--- config.mk ---
export PLATFORM = sky130hd
export DESIGN_NAME = serial_frame_deframer_sum16_top
export DESIGN_NICKNAME = d
export VERILOG_FILES = /design/src/rtl/sfd_pkg.sv /design/src/rtl/serial_frame_deframer_sum16_top.sv /design/src/rtl/sfd_parser.sv /design/src/rtl/sfd_out_stage.sv
export SDC_FILE = /design/constraint.sdc
export NUM_CORES = 1
export LEC_CHECK = 0
export BUFFER_PORTS_ARGS = -buffer_cell sky130_fd_sc_hd__buf_2
export CORE_ASPECT_RATIO = 1.75
export CORE_MARGIN = 2
export CORE_UTILIZATION = 45
export DETAILED_ROUTE_END_ITERATION = 8
export SLEW_MARGIN = 20
export SYNTH_ARGS = -nofsm -noshare
export SYNTH_HDL_FRONTEND = slang
export SYNTH_HIERARCHICAL = 1
export SYNTH_SLANG_ARGS = --single-unit
--- constraint.sdc ---
create_clock -name clk -period 3.3 [get_ports clk]
set_clock_uncertainty 0.05 [all_clocks]
set_input_delay 0 -clock clk [delete_from_list [all_inputs] [get_ports clk]]
set_output_delay 0 -clock clk [all_outputs]
set_load 0.01 [all_outputs]
--- src/rtl/sfd_pkg.sv ---
// ----------------------------------------------------------------------------
// sfd_pkg - shared types and constants for the frame deframer
// Parser phases, result kinds, the result word and configuration codes.
// ----------------------------------------------------------------------------
package sfd_pkg;

	localparam int unsigned BYTE_W  = 8;
	localparam int unsigned SUM_W   = 16;
	localparam int unsigned CFG_IDX_W = 2;

	localparam logic [BYTE_W-1:0] MAGIC_FIRST_RST  = 8'h55;
	localparam logic [BYTE_W-1:0] MAGIC_SECOND_RST = 8'hAA;

	// configuration register indexes
	localparam logic [CFG_IDX_W-1:0] CFG_MAGIC_FIRST  = 2'd0;
	localparam logic [CFG_IDX_W-1:0] CFG_MAGIC_SECOND = 2'd1;

	typedef enum logic [2:0] {
		PH_MAGIC1  = 3'd0,
		PH_MAGIC2  = 3'd1,
		PH_CMD     = 3'd2,
		PH_LEN     = 3'd3,
		PH_PAYLOAD = 3'd4,
		PH_CHK_LO  = 3'd5,
		PH_CHK_HI  = 3'd6
	} phase_t;

	typedef enum logic [1:0] {
		KIND_PAYLOAD = 2'd0,
		KIND_GOOD    = 2'd1,
		KIND_BAD     = 2'd2
	} kind_t;

	typedef struct packed {
		kind_t             kind;
		logic [BYTE_W-1:0] payload_byte;
		logic [BYTE_W-1:0] payload_offset;
		logic [BYTE_W-1:0] frame_command;
		logic [BYTE_W-1:0] frame_length;
	} res_t;

endpackage

--- src/rtl/serial_frame_deframer_sum16_top.sv ---
// ----------------------------------------------------------------------------
// serial_frame_deframer_sum16_top - serial frame deframer, 16-bit sum check
// Input register, phase machine and result register for framed byte streams.
// ----------------------------------------------------------------------------
// Usage:
//   Input channel (in_valid/in_ready, rx_byte) carries one received byte per
//   word. Frames are magic_first, magic_second, command, length, payload,
//   sum low, sum high; the sum is the 16-bit wrapping sum of command, length
//   and payload.
//   Output channel (out_valid/out_ready) carries one word per payload byte
//   (kind 0, with byte and offset) and one verdict word after the sum high
//   byte (kind 1 accepted, kind 2 mismatch), each with command and length.
//   Sync bytes, command, length and sum low byte produce no output word.
//   Config port: cfg_we writes cfg_wdata into register cfg_index
//   (0 magic_first, 1 magic_second); other indexes are ignored. Write only
//   while no frame byte is in flight.
//   A byte accepted into the input register moves into the result register
//   once that register has room, and its word then shows on out_valid.
//   One byte per cycle while no word waits at a stalled output.
//   Reset: parser hunts the first magic byte, magics return to 0x55/0xAA,
//   both stages empty.
//   Stall: while out_ready is low and a word waits, the input register holds
//   and in_ready drops once it is full; nothing is lost.
// ----------------------------------------------------------------------------
module serial_frame_deframer_sum16_top (
	input  logic                          clk,
	input  logic                          arst_n,
	input  logic                          cfg_we,
	input  logic [sfd_pkg::CFG_IDX_W-1:0] cfg_index,
	input  logic [sfd_pkg::BYTE_W-1:0]    cfg_wdata,
	input  logic                          in_valid,
	output logic                          in_ready,
	input  logic [sfd_pkg::BYTE_W-1:0]    rx_byte,
	output logic                          out_valid,
	input  logic                          out_ready,
	output logic [1:0]                    kind,
	output logic [sfd_pkg::BYTE_W-1:0]    payload_byte,
	output logic [sfd_pkg::BYTE_W-1:0]    payload_offset,
	output logic [sfd_pkg::BYTE_W-1:0]    frame_command,
	output logic [sfd_pkg::BYTE_W-1:0]    frame_length
);
	import sfd_pkg::*;

	logic [BYTE_W-1:0] magic_first_q;
	logic [BYTE_W-1:0] magic_second_q;

	logic              valid_s1;
	logic [BYTE_W-1:0] rx_byte_s1;

	logic step;
	logic res_valid;
	res_t res;
	logic space;
	res_t res_out;

	// config registers
	always_ff @(posedge clk or negedge arst_n) begin
		if (!arst_n) begin
			magic_first_q  <= MAGIC_FIRST_RST;
			magic_second_q <= MAGIC_SECOND_RST;
		end else if (cfg_we) begin
			case (cfg_index)
				CFG_MAGIC_FIRST:  magic_first_q  <= cfg_wdata;
				CFG_MAGIC_SECOND: magic_second_q <= cfg_wdata;
				default: ;
			endcase
		end
	end

	// s1 byte moves on whenever the result register has room
	assign step     = valid_s1 && space;
	assign in_ready = !valid_s1 || step;

	always_ff @(posedge clk or negedge arst_n) begin
		if (!arst_n) begin
			valid_s1 <= 1'b0;
		end else if (in_ready) begin
			valid_s1 <= in_valid;
		end
	end

	always_ff @(posedge clk) begin
		if (in_ready && in_valid) begin
			rx_byte_s1 <= rx_byte;
		end
	end

	sfd_parser u_parser (
		.clk          (clk),
		.arst_n       (arst_n),
		.step         (step),
		.rx_byte_s1   (rx_byte_s1),
		.magic_first  (magic_first_q),
		.magic_second (magic_second_q),
		.res_valid    (res_valid),
		.res          (res)
	);

	sfd_out_stage u_out (
		.clk       (clk),
		.arst_n    (arst_n),
		.load      (step && res_valid),
		.res_in    (res),
		.out_ready (out_ready),
		.out_valid (out_valid),
		.space     (space),
		.res_out   (res_out)
	);

	assign kind           = res_out.kind;
	assign payload_byte   = res_out.payload_byte;
	assign payload_offset = res_out.payload_offset;
	assign frame_command  = res_out.frame_command;
	assign frame_length   = res_out.frame_length;

	// an empty input register always takes a word
	a_ready_when_empty: assert property (@(posedge clk) disable iff (!arst_n)
		!valid_s1 |-> in_ready)
		else $error("input stalled with empty register");

	// a held byte never advances while a word is blocked at the output
	a_hold_on_stall: assert property (@(posedge clk) disable iff (!arst_n)
		valid_s1 && out_valid && !out_ready |-> !step)
		else $error("byte advanced into a full result register");

	// a result word loaded means the output shows valid next cycle
	a_load_shows: assert property (@(posedge clk) disable iff (!arst_n)
		step && res_valid |=> out_valid)
		else $error("result word lost");

endmodule

--- src/rtl/sfd_parser.sv ---
// ----------------------------------------------------------------------------
// sfd_parser - frame phase machine and checksum datapath
// Consumes one registered byte per step and forms at most one result word.
// ----------------------------------------------------------------------------
module sfd_parser (
	input  logic                    clk,
	input  logic                    arst_n,
	input  logic                    step,
	input  logic [sfd_pkg::BYTE_W-1:0] rx_byte_s1,
	input  logic [sfd_pkg::BYTE_W-1:0] magic_first,
	input  logic [sfd_pkg::BYTE_W-1:0] magic_second,
	output logic                    res_valid,
	output sfd_pkg::res_t           res
);
	import sfd_pkg::*;

	phase_t             phase_q, phase_d;
	logic [BYTE_W-1:0]  command_q;
	logic [BYTE_W-1:0]  length_q;
	logic [BYTE_W-1:0]  offset_q;
	logic [BYTE_W-1:0]  check_low_q;
	logic [SUM_W-1:0]   sum_q;
	logic [BYTE_W-1:0]  offset_inc;
	logic [SUM_W-1:0]   sum_add;
	logic               sum_ok;

	assign offset_inc = offset_q + 8'd1;
	assign sum_add    = sum_q + {{(SUM_W-BYTE_W){1'b0}}, rx_byte_s1};
	assign sum_ok     = (sum_q[BYTE_W-1:0] == check_low_q) &&
	                    (sum_q[SUM_W-1:BYTE_W] == rx_byte_s1);

	// next phase
	always_comb begin
		phase_d = phase_q;
		case (phase_q)
			PH_MAGIC1: begin
				if (rx_byte_s1 == magic_first) phase_d = PH_MAGIC2;
			end
			PH_MAGIC2: begin
				// non-matching bytes are skipped, hunt continues
				if (rx_byte_s1 == magic_second) phase_d = PH_CMD;
			end
			PH_CMD:     phase_d = PH_LEN;
			PH_LEN: begin
				phase_d = (rx_byte_s1 != '0) ? PH_PAYLOAD : PH_CHK_LO;
			end
			PH_PAYLOAD: begin
				if (offset_inc >= length_q) phase_d = PH_CHK_LO;
			end
			PH_CHK_LO:  phase_d = PH_CHK_HI;
			PH_CHK_HI:  phase_d = PH_MAGIC1;
			default:    phase_d = PH_MAGIC1;
		endcase
	end

	// result word
	always_comb begin
		res_valid          = 1'b0;
		res.kind           = KIND_PAYLOAD;
		res.payload_byte   = '0;
		res.payload_offset = '0;
		res.frame_command  = command_q;
		res.frame_length   = length_q;
		case (phase_q)
			PH_PAYLOAD: begin
				res_valid          = 1'b1;
				res.payload_byte   = rx_byte_s1;
				res.payload_offset = offset_q;
			end
			PH_CHK_HI: begin
				res_valid = 1'b1;
				res.kind  = sum_ok ? KIND_GOOD : KIND_BAD;
			end
			default: res_valid = 1'b0;
		endcase
	end

	always_ff @(posedge clk or negedge arst_n) begin
		if (!arst_n) begin
			phase_q     <= PH_MAGIC1;
			command_q   <= '0;
			length_q    <= '0;
			offset_q    <= '0;
			check_low_q <= '0;
			sum_q       <= '0;
		end else if (step) begin
			phase_q <= phase_d;
			case (phase_q)
				PH_CMD: begin
					command_q <= rx_byte_s1;
					sum_q     <= {{(SUM_W-BYTE_W){1'b0}}, rx_byte_s1};
				end
				PH_LEN: begin
					length_q <= rx_byte_s1;
					sum_q    <= sum_add;
					if (rx_byte_s1 != '0) offset_q <= '0;
				end
				PH_PAYLOAD: begin
					sum_q    <= sum_add;
					offset_q <= offset_inc;
				end
				PH_CHK_LO: check_low_q <= rx_byte_s1;
				default: ;
			endcase
		end
	end

	// payload offsets always fall inside the declared length
	a_offset_in_range: assert property (@(posedge clk) disable iff (!arst_n)
		res_valid && res.kind == KIND_PAYLOAD |-> res.payload_offset < length_q)
		else $error("payload offset beyond frame length");

	// a verdict comes only from the checksum high byte
	a_verdict_phase: assert property (@(posedge clk) disable iff (!arst_n)
		res_valid && res.kind != KIND_PAYLOAD |-> phase_q == PH_CHK_HI)
		else $error("frame verdict outside checksum phase");

	// zero length jumps straight to the checksum bytes
	a_zero_len: assert property (@(posedge clk) disable iff (!arst_n)
		step && phase_q == PH_LEN && rx_byte_s1 == '0 |=> phase_q == PH_CHK_LO)
		else $error("zero-length frame did not skip payload");

endmodule

--- src/rtl/sfd_out_stage.sv ---
// ----------------------------------------------------------------------------
// sfd_out_stage - result register
// Holds one result word until the receiver takes it.
// ----------------------------------------------------------------------------
module sfd_out_stage (
	input  logic          clk,
	input  logic          arst_n,
	input  logic          load,
	input  sfd_pkg::res_t res_in,
	input  logic          out_ready,
	output logic          out_valid,
	output logic          space,
	output sfd_pkg::res_t res_out
);
	import sfd_pkg::*;

	logic valid_q;
	res_t res_q;

	assign space     = !valid_q || out_ready;
	assign out_valid = valid_q;
	assign res_out   = res_q;

	always_ff @(posedge clk or negedge arst_n) begin
		if (!arst_n) begin
			valid_q <= 1'b0;
		end else if (space) begin
			valid_q <= load;
		end
	end

	always_ff @(posedge clk) begin
		if (space && load) begin
			res_q <= res_in;
		end
	end

endmodule

==> reports/metrics.cfg <==
[status]
outcome = complete, no violations

[worst_setup_path]
startpoint = u_parser/offset_q[0]
critPathMaxStageDelay_ps = 460
reg2reg_to = u_parser/check_low_q[1]
ff2ff_setup_slack_ps = 290
end_kind = flop
crit_buf_inv = 1
cp_top_family = simple AND/OR/NAND/NOR gates
cpMaxStageDelayCell = nor4_4
critical_path.cell_chain = and3_1 -> and3_1 -> and3_1 -> xor2_1 -> ha_1 -> inv_1 -> o2111ai_1 -> a32oi_2 -> nor4_4 -> mux2_2
r2r_cells = 10
arrival_ps = 3190
reg2reg_from = u_parser/offset_q[0]
required_ps = 3470
worst_path_most_repeated_cell = and3_1
critPathLaunchType = flop
worstPathMaxFanout = 8
crit_type = flop to flop

[detailed_routing]
drc = 0
vias = 3714
drt_first_pass_iters = 4
wirelength_mm = 11.8
wl_per_cell_microns = 17.4
viasPerCell = 5.45
ant_nets = 0
drtIter0Drc = 234

[sta]
min_period_ps = 3010
period_share_pct = 91.3
tightestPinTransition_ps = 891
final-setup-viol-count = 0
timing.hold.ws_ps = 27.7
rsz0062_at_grt = no
fmax_mhz = 332
final.setup.tns_ps = 0
slew_violations = 0
slew_headroom_pct = 40.1
hold_violations = 0

[clocking]
clock_latency_ps = 350
cts_htree_levels = 3
holdBufCountCts = 19
clk_pin_slew_ps = 80
postCtsSetupRepairBufs = 0
clock-sinks = 111
clockRootBuffer = clkbuf_16
cts_tree = done
cts_resized = 0
numCtsBuffers = 9
cts_max_path_buffers = 2

[global_routing]
busiest_layer = met2
grt_max_degree = 39
grt_overflow = 0
grt_pass1_wl_mm = 19.3
grtUsageMet2_pct = 35.7
antenna_found_initial = 0
grt_pass1_vias = 3765
grtUsageMet1_pct = 22.6
met3_usage_pct = 2.71
track_usage_pct = 19.6

[synthesis]
synth_area_leader_cell = dfrtp_1
ys_warn_count = 6
syn_avg_cell_area_sq_um = 11.8
synth-seq-cells = 111
synth_edf_count = 42
synth_top_cell_area_share_pct = 28.2
synthCells = 460
synth_nets = 501
synth-main-ff-cell = dfrtp_1
seq_area_frac_synth_pct = 55.4
synth_cell_types = 59
synthArstFlopShare_pct = 62.2
syn-cell-area_sq_mm = 0.00541
synth.area.top_cells = dfrtp_1, edfxtp_1, mux2_2, xor2_1, ha_1

[min_path]
min_to = magic_first_q[2]
min_delay_path_depth = 3
holdCritPathClass = input pin to flop
hp-start = cfg_index[1]

[cells_and_area]
utilization_pct = 53.3
areaGrowthSynthToFinish_pct = 17.0
layout.cells.non_filler = 681
finalNetCount = 580
multi_input_area_sq_mm = 0.00226
nFillCells = 1022
stdcell_area_sq_mm = 0.00633
n_antenna_cell = 0
seqCellArea_sq_mm = 0.00300
drive_gt1_share_pct = 24.6

[floorplan]
io_pins = 59
start_util_pct = 45.6
core_area_sq_mm = 0.0119
die_h_microns = 149
die_w_microns = 86.9
row_count = 53
dieArea_sq_mm = 0.0129

[placement]
dp_hpwl_mm = 8.54
place_area_sq_mm = 0.00586
io_buffers = 58
place_congestion = 0.866
dp_cells = 646

[power]
power.leakage_uw = 0.00278
ir_drop_mv = 0.307
power_density_mw_per_mm2 = 738

[flow_run]
drv_cap = 0

## synth_stat cells (all sizes together), types with 8 or more instances
cell type	count
nand3	16
edfxtp	42
inv	16
o21ai	18
dfrtp	61
nor2	12
dfstp	8
xor2	36
mux2	31
nand2	55
a21oi	13
and2	19
clkbuf	15
nor4	13
ha	17
## area by class of cell
type | count | share of cell area (%)
Clock buffer | 9 | 3.56
Clock inverter | 7 | 0.811
Inverter | 16 | 0.949
Multi-Input combinational cell | 313 | 35.7
Sequential cell | 111 | 47.4
Tap cell | 137 | 2.71
Timing Repair Buffer | 88 | 8.90
## per-stage QoR
| stage | power [uW] | worst slack (ps) |
|---|---|---|
| after global placement | 3580 | 425 |
| final | 4670 | 287 |
| after global routing | 4990 | 162 |
| after detailed placement | 3650 | 320 |
| after floorplan | 3180 | 612 |
| after CTS | 4700 | 302 |
## metal layers
layer  share of wire, %  wire length (microns)
met5                  0                      0
met4                2.2                    255
met3                2.2                    266
met2                 57                   6720
met1                 39                   4600
## tightest hold or removal path, stage by stage
cell and delay (ps):
buf_2 110, nor3b_4 70, mux2_2 220
## state kept, by name (all words and copies together) (netlist names)
signal / count
magic_first_q: 8
rx_byte_s1: 8
magic_second_q: 8
u_parser/check_low_q: 8
u_out/out_valid: 1
valid_s1: 1
u_parser/length_q: 8
u_parser/command_q: 8
u_parser/phase_q: 3
u_parser/offset_q: 8
u_parser/sum_q: 16
u_out/res_out: 34
## where the power goes
group / total (uW) / switching [uW] / internal [uW]
logic: 1540 / 890 / 649
clock network: 1030 / 505 / 521
registers: 2100 / 281 / 1820
total: 4670 / 1680 / 2990
## cell families after synthesis
group	synth area share, %
compound gates	8.10
xor+xnor	6.48
fa+ha+maj	4.30
buf+inv	2.89
flops	55.4
mux	7.19
simple gates	15.6
## how the worst max path moves through the flow
stage	end	cells past startpoint
2_1_floorplan	u_parser/check_low_q[0]	10
4_1_cts	u_parser/check_low_q[1]	10
6_report	u_parser/check_low_q[1]	10
3_5_place_dp	u_parser/check_low_q[1]	10
3_3_place_gp	u_parser/check_low_q[3]	10
5_1_grt	u_parser/check_low_q[1]	10
## cells in the final DEF, fill, tap and decap left out, types with 4 or more instances in the layout
cell | netlist | layout
dfrtp_1 | 61 | 61
buf_2 | 2 | 58
nand2_1 | 54 | 54
edfxtp_1 | 42 | 42
xor2_1 | 36 | 36
mux2_2 | 31 | 31
dlygate4sd3_1 | 0 | 19
and2_1 | 18 | 18
ha_1 | 17 | 17
inv_1 | 16 | 16
o21ai_0 | 16 | 16
nand3_1 | 15 | 15
a21oi_1 | 13 | 13
nor2_1 | 12 | 12
nor4_1 | 12 | 12
buf_4 | 1 | 11
clkbuf_16 | 0 | 9
dfstp_2 | 8 | 8
nor3_1 | 7 | 7
nand2b_1 | 6 | 6
and3_1 | 6 | 6
nor2b_1 | 5 | 5
o31ai_1 | 5 | 5
o21a_1 | 5 | 5
xnor2_1 | 4 | 4
or3_1 | 4 | 4
mux2i_1 | 4 | 4
Note: power is estimated with default switching activity, not from simulation.
